`config.mk`:
```
export PLATFORM = sky130hd
export DESIGN_NAME = lattice_coefficient_compress_pack
export DESIGN_NICKNAME = d
export VERILOG_FILES = /design/src/hw/rtl/lccp_pkg.sv /design/src/hw/rtl/lccp_compress.sv /design/src/hw/rtl/lccp_packer.sv /design/src/hw/rtl/lattice_coefficient_compress_pack.sv
export SDC_FILE = /design/constraint.sdc
export NUM_CORES = 1
export LEC_CHECK = 0
export BUFFER_PORTS_ARGS = -buffer_cell sky130_fd_sc_hd__buf_2
export CELL_PAD_IN_SITES_DETAIL_PLACEMENT = 1
export CELL_PAD_IN_SITES_GLOBAL_PLACEMENT = 1
export CORE_MARGIN = 10
export CORE_UTILIZATION = 56
export DETAILED_ROUTE_END_ITERATION = 6
export PLACE_DENSITY = 0.93
export SLEW_MARGIN = 20
export SYNTH_ARGS = -nofsm -noshare
export SYNTH_HDL_FRONTEND = slang
export SYNTH_SLANG_ARGS = --single-unit
```
`constraint.sdc`:
```
create_clock -name aclk -period 23.9 [get_ports aclk]
set_input_delay 2.39 -clock aclk [delete_from_list [all_inputs] [get_ports aclk]]
set_output_delay 2.39 -clock aclk [all_outputs]
set_load 0.03 [all_outputs]
```
`src/hw/rtl/lccp_pkg.sv`:
```
// Shared types and constants for the lattice coefficient compress/pack block.
// No dependencies; used by every module under hw/rtl.
package lccp_pkg;

    localparam int COEFF_W       = 13;
    localparam int BITS_W        = 4;
    localparam int MAX_BITS      = 11;
    localparam int CODE_W        = MAX_BITS;
    localparam int REP_W         = 12;
    localparam int SCALED_W      = REP_W + MAX_BITS;
    localparam int BYTE_W        = 8;
    localparam int ACC_W         = BYTE_W - 1;
    localparam int CNT_W         = 3;
    localparam int WORD_W        = ACC_W + MAX_BITS;
    localparam int TOTAL_W       = 5;
    localparam int NUM_W         = 2;
    localparam int BUF_DEPTH     = 3;

    localparam logic signed [COEFF_W:0] MOD_Q      = 14'sd3329;
    localparam logic signed [COEFF_W:0] TWO_Q      = 14'sd6658;
    localparam logic signed [COEFF_W:0] NEG_Q      = -14'sd3329;
    localparam logic [SCALED_W-1:0]     HALF_Q     = 23'd1664;

    // ceil(2^35 / q): exact floor division by q for all dividends below 2^23
    localparam int                      RECIP_W     = 24;
    localparam logic [RECIP_W-1:0]      RECIP_Q     = 24'd10321340;
    localparam int                      RECIP_SHIFT = 35;
    localparam int                      PROD_W      = SCALED_W + RECIP_W;

    localparam logic [BITS_W-1:0]       RESET_BITS  = 4'd10;
    localparam logic [BITS_W-1:0]       MIN_BITS_V  = 4'd1;
    localparam logic [BITS_W-1:0]       MAX_BITS_V  = BITS_W'(MAX_BITS);

    typedef struct packed {
        logic [CODE_W-1:0] code;
        logic [BITS_W-1:0] bits;
        logic              last;
    } lccp_item_t;

endpackage

```
`src/hw/rtl/lccp_compress.sv`:
```
// Coefficient reduction mod q and rounding compression to d bits.
// Combinational; depends on lccp_pkg.
module lccp_compress (
    input  logic signed [lccp_pkg::COEFF_W-1:0] coefficient,
    input  logic        [lccp_pkg::BITS_W-1:0]  compress_bits,
    output logic        [lccp_pkg::CODE_W-1:0]  code,
    output logic        [lccp_pkg::BITS_W-1:0]  bits
);

    logic signed [lccp_pkg::COEFF_W:0]  coeff_ext;
    logic signed [lccp_pkg::COEFF_W:0]  rep_full;
    logic        [lccp_pkg::REP_W-1:0]  rep;
    logic        [lccp_pkg::SCALED_W-1:0] scaled;
    logic        [lccp_pkg::PROD_W-1:0] prod;
    logic        [lccp_pkg::CODE_W:0]   quot;
    logic        [lccp_pkg::CODE_W:0]   mask;

    always_comb begin
        if (compress_bits < lccp_pkg::MIN_BITS_V) begin
            bits = lccp_pkg::MIN_BITS_V;
        end else if (compress_bits > lccp_pkg::MAX_BITS_V) begin
            bits = lccp_pkg::MAX_BITS_V;
        end else begin
            bits = compress_bits;
        end
    end

    // bring the value into [0, q-1]
    always_comb begin
        coeff_ext = {coefficient[lccp_pkg::COEFF_W-1], coefficient};
        priority if (coeff_ext < lccp_pkg::NEG_Q) begin
            rep_full = coeff_ext + lccp_pkg::TWO_Q;
        end else if (coeff_ext < 14'sd0) begin
            rep_full = coeff_ext + lccp_pkg::MOD_Q;
        end else if (coeff_ext >= lccp_pkg::MOD_Q) begin
            rep_full = coeff_ext - lccp_pkg::MOD_Q;
        end else begin
            rep_full = coeff_ext;
        end
        rep = rep_full[lccp_pkg::REP_W-1:0];
    end

    // round(2^d * r / q) = floor((2^d * r + 1664) / q), via reciprocal multiply
    always_comb begin
        scaled = ({{lccp_pkg::MAX_BITS{1'b0}}, rep} << bits) + lccp_pkg::HALF_Q;
        prod   = {{lccp_pkg::RECIP_W{1'b0}}, scaled} *
                 {{lccp_pkg::SCALED_W{1'b0}}, lccp_pkg::RECIP_Q};
        quot   = prod[lccp_pkg::RECIP_SHIFT +: (lccp_pkg::CODE_W + 1)];
        mask   = ({{lccp_pkg::CODE_W{1'b0}}, 1'b1} << bits) - {{lccp_pkg::CODE_W{1'b0}}, 1'b1};
        code   = quot[lccp_pkg::CODE_W-1:0] & mask[lccp_pkg::CODE_W-1:0];
    end

endmodule

```
`src/hw/rtl/lccp_packer.sv`:
```
// Bit accumulator and output byte buffer: packs codes LSB-first, emits bytes.
// Depends on lccp_pkg.
module lccp_packer (
    input  logic                        aclk,
    input  logic                        aresetn,
    input  logic                        item_valid,
    input  lccp_pkg::lccp_item_t        item,
    output logic                        item_take,
    output logic                        m_valid,
    input  logic                        m_ready,
    output logic [lccp_pkg::BYTE_W-1:0] m_packed_byte,
    output logic                        m_final_byte
);

    logic [lccp_pkg::ACC_W-1:0]   acc_reg, acc_next;
    logic [lccp_pkg::CNT_W-1:0]   cnt_reg, cnt_next;
    logic [lccp_pkg::NUM_W-1:0]   left_reg, left_next;
    logic                         last_reg, last_next;
    logic [lccp_pkg::BYTE_W-1:0]  byte_reg [lccp_pkg::BUF_DEPTH];
    logic [lccp_pkg::BYTE_W-1:0]  byte_next [lccp_pkg::BUF_DEPTH];

    logic [lccp_pkg::WORD_W-1:0]  word;
    logic [lccp_pkg::TOTAL_W-1:0] total;
    logic [lccp_pkg::NUM_W-1:0]   full_bytes;
    logic [lccp_pkg::NUM_W-1:0]   num_bytes;
    logic                         pop;

    assign m_valid       = (left_reg != '0);
    assign m_packed_byte = byte_reg[0];
    assign m_final_byte  = last_reg && (left_reg == 2'd1);
    assign pop           = m_valid && m_ready;
    // buffer drains its last pending byte this cycle, or is already empty
    assign item_take     = item_valid && ((left_reg == '0) || ((left_reg == 2'd1) && m_ready));

    always_comb begin
        word = {{lccp_pkg::MAX_BITS{1'b0}}, acc_reg} |
               ({{lccp_pkg::ACC_W{1'b0}}, item.code} << cnt_reg);
        total      = {2'b00, cnt_reg} + {1'b0, item.bits};
        full_bytes = total[lccp_pkg::TOTAL_W-1:lccp_pkg::CNT_W];
        num_bytes  = full_bytes +
                     {1'b0, (item.last && (total[lccp_pkg::CNT_W-1:0] != '0))};
    end

    always_comb begin
        acc_next  = acc_reg;
        cnt_next  = cnt_reg;
        left_next = left_reg;
        last_next = last_reg;
        byte_next = byte_reg;
        if (item_take) begin
            byte_next[0] = word[7:0];
            byte_next[1] = word[15:8];
            byte_next[2] = {6'b0, word[17:16]};
            left_next    = num_bytes;
            last_next    = item.last;
            if (item.last) begin
                acc_next = '0;
                cnt_next = '0;
            end else begin
                cnt_next = total[lccp_pkg::CNT_W-1:0];
                unique case (full_bytes)
                    2'd0:    acc_next = word[6:0];
                    2'd1:    acc_next = word[14:8];
                    2'd2:    acc_next = {5'b0, word[17:16]};
                    default: acc_next = '0;
                endcase
            end
        end else if (pop) begin
            byte_next[0] = byte_reg[1];
            byte_next[1] = byte_reg[2];
            left_next    = left_reg - 2'd1;
        end
    end

    always_ff @(posedge aclk) begin
        if (!aresetn) begin
            acc_reg  <= '0;
            cnt_reg  <= '0;
            left_reg <= '0;
            last_reg <= 1'b0;
        end else begin
            acc_reg  <= acc_next;
            cnt_reg  <= cnt_next;
            left_reg <= left_next;
            last_reg <= last_next;
        end
    end

    always_ff @(posedge aclk) begin
        byte_reg <= byte_next;
    end

endmodule

```
`src/hw/rtl/lattice_coefficient_compress_pack.sv`:
```
// Coefficient compress and pack, top level. An accepted request goes from the input
// register through compression into the byte buffer, which raises m_valid if it
// yields a byte. Throughput: one request per cycle while each yields at most one
// byte and m_ready holds; otherwise one byte per cycle while m_ready holds, set by
// the single output byte port draining the three-entry byte buffer. Synchronous
// active-low reset empties the accumulator and buffers and sets compress_bits to 10.
// Depends on lccp_pkg, lccp_compress, lccp_packer.
module lattice_coefficient_compress_pack (
    input  logic                                  aclk,
    input  logic                                  aresetn,
    input  logic                                  cfg_wr_en,
    input  logic        [lccp_pkg::BITS_W-1:0]    cfg_wr_data,
    input  logic                                  s_valid,
    output logic                                  s_ready,
    input  logic signed [lccp_pkg::COEFF_W-1:0]   s_coefficient,
    input  logic                                  s_final_coeff,
    output logic                                  m_valid,
    input  logic                                  m_ready,
    output logic        [lccp_pkg::BYTE_W-1:0]    m_packed_byte,
    output logic                                  m_final_byte
);

    logic        [lccp_pkg::BITS_W-1:0]  compress_bits_reg;
    logic                                in_vld_reg, in_vld_next;
    logic signed [lccp_pkg::COEFF_W-1:0] coeff_reg;
    logic                                final_reg;

    logic        [lccp_pkg::CODE_W-1:0]  item_code;
    logic        [lccp_pkg::BITS_W-1:0]  item_bits;
    lccp_pkg::lccp_item_t                item;
    logic                                item_take;

    assign s_ready = !in_vld_reg || item_take;

    always_comb begin
        in_vld_next = in_vld_reg;
        if (s_valid && s_ready) begin
            in_vld_next = 1'b1;
        end else if (item_take) begin
            in_vld_next = 1'b0;
        end
    end

    always_ff @(posedge aclk) begin
        if (!aresetn) begin
            compress_bits_reg <= lccp_pkg::RESET_BITS;
            in_vld_reg        <= 1'b0;
        end else begin
            if (cfg_wr_en) begin
                compress_bits_reg <= cfg_wr_data;
            end
            in_vld_reg <= in_vld_next;
        end
    end

    always_ff @(posedge aclk) begin
        if (s_valid && s_ready) begin
            coeff_reg <= s_coefficient;
            final_reg <= s_final_coeff;
        end
    end

    lccp_compress u_compress (
        .coefficient   (coeff_reg),
        .compress_bits (compress_bits_reg),
        .code          (item_code),
        .bits          (item_bits)
    );

    assign item = {item_code, item_bits, final_reg};

    lccp_packer u_packer (
        .aclk          (aclk),
        .aresetn       (aresetn),
        .item_valid    (in_vld_reg),
        .item          (item),
        .item_take     (item_take),
        .m_valid       (m_valid),
        .m_ready       (m_ready),
        .m_packed_byte (m_packed_byte),
        .m_final_byte  (m_final_byte)
    );

endmodule

```
==> results of run 1 <==
## cells in the final DEF (no fill, tap or decap), drive strengths merged, types with 10 or more instances in the layout
cell	netlist	layout
a211oi	17	17
nor3	31	31
dfxtp	18	18
nand4	15	15
mux2i	11	11
conb	2	10
edfxtp	32	32
and3	15	15
o31ai	11	11
fa	212	212
nand3	37	37
nor2	97	97
o21ai	50	50
xnor2	52	52
buf	21	41
a31oi	16	16
xor2	26	26
inv	342	343
ha	222	222
nor4	13	13
a21o	37	37
nand2	88	88
o211ai	17	17
a21oi	77	77
and2	22	22
## per-layer routing
layer,vias to the layer above,track usage (%),part of all wire (%)
li1,5679,-,-
met1,6592,34.9,38
met2,484,54.8,51
met3,150,3.58,5.3
met4,2,15.8,5.3
met5,-,0,0.025
## stage by stage
step | utilization, % | setup slack [ns] | std cells | area [sq um]
floorplan | - | 12.91 | 1694 | 15100
global placement | 58.1 | 10.72 | 2020 | 15500
detailed placement | 58.2 | 10.47 | 2020 | 15500
CTS | 58.8 | 10.41 | 2028 | 15700
global route | 58.8 | 9.58 | 2028 | 15700
finish | 58.8 | 10.23 | 2028 | 15700
## cells by family after synthesis
family | after synthesis | share of synthesized area [%]
xor+xnor | 79 | 5.00
simple gates | 369 | 12.4
buf+inv | 400 | 10.3
other cells | 2 | 0.0497
compound gates | 333 | 15.6
flops | 50 | 8.75
fa+ha+maj | 435 | 46.5
mux | 18 | 1.48
## final timing paths
check                       start                  end  slack, ns
max          compress_bits_reg[2]  u_packer.acc_reg[5]      10.23
min             u_packer.last_reg    u_packer.last_reg       0.48
max reg2reg  compress_bits_reg[2]  u_packer.acc_reg[5]      10.23
min reg2reg     u_packer.last_reg    u_packer.last_reg       0.48
## critical path: cells and delay by family (launching register included)
| kind | cells | cell delay [ns] |
|---|---|---|
| AOI/OAI and AO/OA | 14 | 3.17 |
| DFF | 1 | 0.59 |
| adders and majority gates | 9 | 4.27 |
| and+or+nand+nor | 9 | 2.70 |
| buffers and inverters | 5 | 0.95 |
| xor gates and xnor gates | 3 | 1.29 |
| muxes | 1 | 0.54 |
## cell type report
type,count,area (sq um),area share (%)
inverters,344,1290,8.22
clock buffers,6,150,0.956
multi-input cells,1244,12300,78.2
well taps,341,427,2.72
flip-flops and latches,50,1320,8.41
repair buffers,41,225,1.43
clock inverters,2,12.5,0.0796
==> results.json, run 1 <==
{
  "final_layout_size_suffix_gt1_share_pct": 5.81,
  "crit_path_frequent_cell": "sky130_fd_sc_hd__fa_1",
  "count_of_pins_on_the_block_boundary": 34,
  "grt-ovfl-total": 0,
  "path_clk_slew_ns": 0.07,
  "timing.final.crit_period_ns": 13.67,
  "fmax_mhz": 73.1,
  "synth-edff-count": 32,
  "synth_largest_type_area_fraction_pct": 28.1,
  "num_vias": 12907,
  "dieArea_sq_um": 33900,
  "largest_register_ff_count": 13,
  "setup-violations-final": 0,
  "first_global_vias": 14461,
  "synth_warnings": 0,
  "n_antenna_cell": 0,
  "ratio_of_routed_vias_to_standard_cells": 6.36,
  "port_buffers": 33,
  "num_rows": 60,
  "critPathRequiredTime_ns": 24.10,
  "initial_core_util_pct": 56.5,
  "syn_avg_cell_area_sq_um": 8.96,
  "wl_per_cell_um": 25.1,
  "ys_top_cells_by_area": "sky130_fd_sc_hd__fa_1 (28%), sky130_fd_sc_hd__ha_1 (18%), sky130_fd_sc_hd__inv_1 (8.4%)",
  "crit_path_end_kind": "register",
  "hold_fix_buffers_cts": 0,
  "whs_path_depth": 2,
  "critPathMaxStageDelay_ns": 0.67,
  "ctsRootBufferMaster": "sky130_fd_sc_hd__clkbuf_16",
  "drtPass1Iterations": 6,
  "die_width_um": 184,
  "ys_seq_area_share_pct": 8.75,
  "grt_max_degree": 36,
  "groute.usage.overall_pct": 30.5,
  "design.core.area_sq_um": 26700,
  "hold_violations": 0,
  "nFillCells": 3209,
  "worst_hold_class": "reg2reg",
  "max-slew-margin-rel_pct": 21.6,
  "number_of_antenna_violations_at_the_first_check_in_global_routing": 1,
  "ys.flop_type": "sky130_fd_sc_hd__edfxtp_1",
  "critical_path_class": "reg2reg",
  "final_min_period_over_clock_period_pct": 57.2,
  "netlist_area_sq_um": 15100,
  "drt_drc_violations_left": 0,
  "final.setup_skew_ns": 0.00830,
  "numCtsBuffers": 5,
  "path_max_fanout": 25,
  "areaGrowthSynthToFinish_pct": 3.98,
  "clock_tree_from_tritoncts": "yes",
  "dpl.hpwl_mm": 44.0,
  "timing.setup.tns_ns": 0,
  "drv.max_cap_violation_count": 0,
  "cts-resized-gates": 0,
  "detail-route-antenna-nets": 0,
  "critical_path_s_slowest_cell": "sky130_fd_sc_hd__nor3_1",
  "synthesis.instances": 1686,
  "tightest_slew_ns": 1.16,
  "overall_routed_net_length_mm": 51.0,
  "async_reset_ff_share_pct": 0,
  "synth.most_common_cell": "sky130_fd_sc_hd__inv_1",
  "layout.nets": 2143,
  "clk_latency_ns": 0.30,
  "fin_hold_ws_ns": 0.480,
  "synth_top_cells_by_count": "sky130_fd_sc_hd__inv_1 (339), sky130_fd_sc_hd__ha_1 (222), sky130_fd_sc_hd__fa_1 (212), sky130_fd_sc_hd__nor2_1 (96), sky130_fd_sc_hd__nand2_1 (88)",
  "place.gp.congestion": 1.02,
  "depth_of_the_cts_h_tree": 2,
  "synth-seq-cells": 50,
  "number_of_cell_instances_on_the_worst_register_to_register_path": 41,
  "rsz0062_at_grt": "false",
  "maxSlewViolCount": 0,
  "ys_types": 99,
  "cts_max_path_buffers": 2,
  "post-cts-setup-buffer-count": 0,
  "timing.critical_path.arrival_ns": 13.87,
  "fp.dieH_um": 184,
  "post-synth-top-area-cell": "sky130_fd_sc_hd__fa_1",
  "crit_path_start_kind": "register",
  "status": "finished clean",
  "dr.first_iter.drc_count": 805,
  "cts.sinks": 50,
  "grt_pass1_wl_mm": 80.6
}
Power of run 1 is left out: the tool's default activity adds up to more than one toggle a clock period on the data nets, which glitch-free logic cannot reach.
==> inputs of run 2 (changes only) <==
CORE_UTILIZATION = 52   (was 56)
PLACE_DENSITY = 0.87   (was 0.93)
clock period = 14.3 ns   (was 23.9 ns; I/O delays follow)
==> run 2 against run 1 <==
Against the previous run:
- clock skew is 0.0011 ns higher
- global-route usage is 3.1 points lower
- wire length fell by 3.6%
- largest cell class unchanged
- critical path type unchanged
==> results.json, run 2 (synthesized netlist as in run 1, its figures left out) <==
{
  "cts-resized-gates": 0,
  "path_max_fanout": 10,
  "groute.usage.overall_pct": 27.4,
  "critical_path.reg2reg.startpoint": "coeff_reg[2]",
  "post-cts-setup-buffer-count": 0,
  "drt_drc_violations_left": 0,
  "num_vias": 12584,
  "final_min_period_over_clock_period_pct": 93.3,
  "largest_register_ff_count": 13,
  "critPathRequiredTime_ns": 14.50,
  "areaGrowthSynthToFinish_pct": 4.51,
  "number_of_cell_instances_on_the_worst_register_to_register_path": 40,
  "timing.setup.tns_ns": 0,
  "final_layout_size_suffix_gt1_share_pct": 5.98,
  "crit_path_end_kind": "register",
  "fp.dieH_um": 190,
  "grt_pass1_wl_mm": 78.0,
  "status": "finished clean",
  "clk_latency_ns": 0.30,
  "placed_cell_area_sq_um": 15600,
  "worst_r2r_endpoint": "u_packer.acc_reg[5]",
  "place.gp.congestion": 0.974,
  "crit_path_start_kind": "register",
  "dr.first_iter.drc_count": 823,
  "detail-route-antenna-nets": 0,
  "worst_hold_class": "reg2reg",
  "port_buffers": 33,
  "layout.nets": 2145,
  "dpl.hpwl_mm": 42.9,
  "path_clk_slew_ns": 0.07,
  "critPathMaxStageDelay_ns": 0.61,
  "grt_max_degree": 36,
  "n_antenna_cell": 0,
  "timing.final.crit_period_ns": 13.34,
  "max-slew-margin-rel_pct": 27.6,
  "final.setup_skew_ns": 0.00944,
  "critical_path_depth": 40,
  "cts.sinks": 50,
  "number_of_antenna_violations_at_the_first_check_in_global_routing": 0,
  "fin_hold_ws_ns": 0.477,
  "critical_path_s_slowest_cell": "sky130_fd_sc_hd__o211ai_1",
  "overall_routed_net_length_mm": 49.2,
  "critical_path.n_buffers_inverters": 4,
  "maxSlewViolCount": 0,
  "setup-violations-final": 0,
  "drv.max_cap_violation_count": 0,
  "fmax_mhz": 74.9,
  "final_cell_mix": "sky130_fd_sc_hd__inv_1 (339), sky130_fd_sc_hd__ha_1 (222), sky130_fd_sc_hd__fa_1 (212)",
  "rsz0062_at_grt": "false",
  "num_rows": 62,
  "grt-ovfl-total": 0,
  "design.core.area_sq_um": 28700,
  "wl_per_cell_um": 23.7,
  "die_width_um": 190,
  "tightest_slew_ns": 1.08,
  "depth_of_the_cts_h_tree": 2,
  "numCtsBuffers": 5,
  "critical_path_class": "reg2reg",
  "critical-path-top-delay-family": "adder cells",
  "setup.reg_to_reg.worst_slack_ns": 0.96,
  "count_of_pins_on_the_block_boundary": 34,
  "initial_core_util_pct": 52.6,
  "post-route-util_pct": 55.0,
  "clock_tree_from_tritoncts": "yes",
  "cts_max_path_buffers": 2,
  "mostFrequentLayoutCell": "sky130_fd_sc_hd__inv_1",
  "ratio_of_routed_vias_to_standard_cells": 6.07,
  "critPathCapture": "u_packer.acc_reg[5]",
  "first_global_vias": 14000,
  "hold_violations": 0,
  "fin_area_sq_um": 15800,
  "drtPass1Iterations": 5,
  "ctsRootBufferMaster": "sky130_fd_sc_hd__clkbuf_16",
  "timing.critical_path.arrival_ns": 13.54,
  "hold_fix_buffers_cts": 0,
  "dieArea_sq_um": 36300,
  "crit_path_frequent_cell": "sky130_fd_sc_hd__fa_1",
  "critical_path_origin": "coeff_reg[2]"
}
## run 2: cell type report
type / count / area, sq um
clock buffers: 5 / 125
inverters: 344 / 1290
multi-input cells: 1244 / 12300
fillers: 3387 / 12900
well taps: 384 / 480
clock inverters: 3 / 48.8
repair buffers: 43 / 240
flip-flops and latches: 50 / 1320
## run 2: how the worst min path moves through the flow
stage,slack (ns),startpoint,cells past startpoint,end
after global placement,0.44,u_packer.left_reg[1],2,u_packer.left_reg[1]
after detailed placement,0.47,u_packer.left_reg[1],2,u_packer.left_reg[1]
after CTS,0.48,u_packer.left_reg[1],2,u_packer.left_reg[1]
after floorplan,0.43,u_packer.last_reg,2,u_packer.last_reg
after global routing,0.52,u_packer.left_reg[1],2,u_packer.left_reg[1]
final,0.48,u_packer.left_reg[1],2,u_packer.left_reg[1]
## run 2: tightest hold or removal path, cell delays in order (launching register included)
cell	delay (ns)
sky130_fd_sc_hd__dfxtp_1	0.32
sky130_fd_sc_hd__nand2_1	0.05
sky130_fd_sc_hd__a21oi_1	0.06
## run 2: per-stage QoR
stage | instances | setup slack (ns)
2_1_floorplan | 1694 | 3.31
6_report | 2073 | 0.956
3_5_place_dp | 2065 | 1.07
5_1_grt | 2073 | 0.144
4_1_cts | 2073 | 1.04
3_3_place_gp | 2065 | 1.31
## run 2: routing by layer
metal	routed length, um	global-route usage, %	vias up	part of all wire [%]
met5	0	0	-	0
met2	24600	48.4	432	50
met3	2570	3.38	127	5.2
met4	2320	12.5	0	4.7
li1	-	-	5677	-
met1	19700	32.6	6348	40
Power of run 2 is left out for the same reason.
==> inputs of run 3 (changes only) <==
CORE_UTILIZATION = 56   (was 52)
CTS_CLUSTER_DIAMETER = 200   (was unset)
PLACE_DENSITY = 0.93   (was 0.87)
clock period = 15.8 ns   (was 14.3 ns; I/O delays follow)
==> run 3 against run 2 <==
Against the previous run:
- non-clock buffer count decreased by 3
- critical endpoint unchanged
- wire length increased by 8.1%
- first-iteration DRC count increased by 31%
==> results.json, run 3 (synthesized netlist as in run 1, its figures left out) <==
{
  "status": "finished clean",
  "path_clk_slew_ns": 0.07,
  "post-route-util_pct": 58.7,
  "count_of_pins_on_the_block_boundary": 34,
  "timing.setup.tns_ns": 0,
  "mostFrequentLayoutCell": "sky130_fd_sc_hd__inv_1",
  "critical_path_class": "reg2reg",
  "number_of_antenna_violations_at_the_first_check_in_global_routing": 0,
  "timing.critical_path.arrival_ns": 14.05,
  "setup-violations-final": 0,
  "clk_latency_ns": 0.30,
  "maxSlewViolCount": 0,
  "depth_of_the_cts_h_tree": 2,
  "final.setup_skew_ns": 0.0142,
  "fin_hold_ws_ns": 0.482,
  "largest_register_ff_count": 13,
  "grt_max_degree": 36,
  "dieArea_sq_um": 33900,
  "path_max_fanout": 25,
  "design.core.area_sq_um": 26700,
  "clock_tree_from_tritoncts": "yes",
  "post-cts-setup-buffer-count": 0,
  "worst_hold_class": "reg2reg",
  "whs_path_depth": 2,
  "numCtsBuffers": 5,
  "dr.first_iter.drc_count": 1079,
  "die_width_um": 184,
  "crit_path_start_kind": "register",
  "num_vias": 13080,
  "final_cell_mix": "sky130_fd_sc_hd__inv_1 (339), sky130_fd_sc_hd__ha_1 (222), sky130_fd_sc_hd__fa_1 (212)",
  "drv.max_cap_violation_count": 0,
  "drtPass1Iterations": 5,
  "overall_routed_net_length_mm": 53.2,
  "grt_pass1_wl_mm": 84.0,
  "port_buffers": 33,
  "critPathRequiredTime_ns": 16.00,
  "number_of_cell_instances_on_the_worst_register_to_register_path": 41,
  "grt-ovfl-total": 0,
  "worst_hold_startpoint": "u_packer.last_reg",
  "fmax_mhz": 72.2,
  "critical_path_origin": "compress_bits_reg[2]",
  "seqCellArea_sq_um": 1320,
  "dpl.hpwl_mm": 45.9,
  "hold_fix_buffers_cts": 0,
  "ratio_of_routed_vias_to_standard_cells": 6.45,
  "cts-resized-gates": 0,
  "critical_path_s_slowest_cell": "sky130_fd_sc_hd__nor3_1",
  "cts_max_path_buffers": 2,
  "place.gp.congestion": 1.03,
  "detail-route-antenna-nets": 0,
  "areaGrowthSynthToFinish_pct": 3.81,
  "multiInputGateArea_sq_um": 12300,
  "final_min_period_over_clock_period_pct": 87.7,
  "num_rows": 60,
  "ctsRootBufferMaster": "sky130_fd_sc_hd__clkbuf_16",
  "nFillCells": 3141,
  "groute.usage.overall_pct": 32.0,
  "setup.reg_to_reg.worst_slack_ns": 1.95,
  "first_global_vias": 14847,
  "wl_per_cell_um": 26.2,
  "tightest_slew_ns": 1.06,
  "hold_violations": 0,
  "crit_path_frequent_cell": "sky130_fd_sc_hd__fa_1",
  "critPathMaxStageDelay_ns": 0.68,
  "rsz0062_at_grt": "false",
  "fp.dieH_um": 184,
  "timing.final.crit_period_ns": 13.85,
  "cts.sinks": 50,
  "layout.nets": 2142,
  "final_layout_size_suffix_gt1_share_pct": 5.87,
  "initial_core_util_pct": 56.5,
  "drt_drc_violations_left": 0,
  "crit_path_end_kind": "register",
  "critical_path.reg2reg.startpoint": "compress_bits_reg[2]",
  "n_antenna_cell": 0,
  "max-slew-margin-rel_pct": 28.1
}
[run 3: path summary, 6_finish.rpt]
check / endpoint
hold / removal: u_packer.last_reg
setup / recovery: u_packer.acc_reg[5]
setup reg to reg: u_packer.acc_reg[5]
hold reg to reg: u_packer.last_reg
[run 3: final cells by class]
class	instances	share of cell area [%]
Timing Repair Buffer	40	1.39
Multi-Input combinational cell	1244	78.3
Clock inverter	3	0.120
Tap cell	341	2.72
Sequential cell	50	8.42
Clock buffer	5	0.798
Inverter	344	8.23
[run 3: routing by layer]
| metal | global-route usage (%) | part of all wire [%] | vias up |
|---|---|---|---|
| met3 | 3.48 | 5.6 | 227 |
| li1 | - | - | 5680 |
| met5 | 0 | 0 | - |
| met1 | 36.8 | 38 | 6580 |
| met2 | 55.6 | 49 | 593 |
| met4 | 20.5 | 6.9 | 0 |
[run 3: worst max-delay path: cells and delay by family (launching register included)]
kind / cells / cell delay, ns
compound gates: 14 / 3.18
xor+xnor: 3 / 1.27
simple gates: 9 / 2.79
mux: 1 / 0.55
fa+ha+maj: 9 / 4.39
flops: 1 / 0.58
buf+inv: 5 / 0.98
[run 3: per-stage QoR]
step	setup WS [ns]	std cells	instance area (sq um)
floorplan	4.81	1694	15100
global placement	2.65	2019	15500
detailed placement	2.24	2019	15500
CTS	2.19	2027	15700
global route	1.32	2027	15700
finish	1.95	2027	15700
Power of run 3 is left out for the same reason.
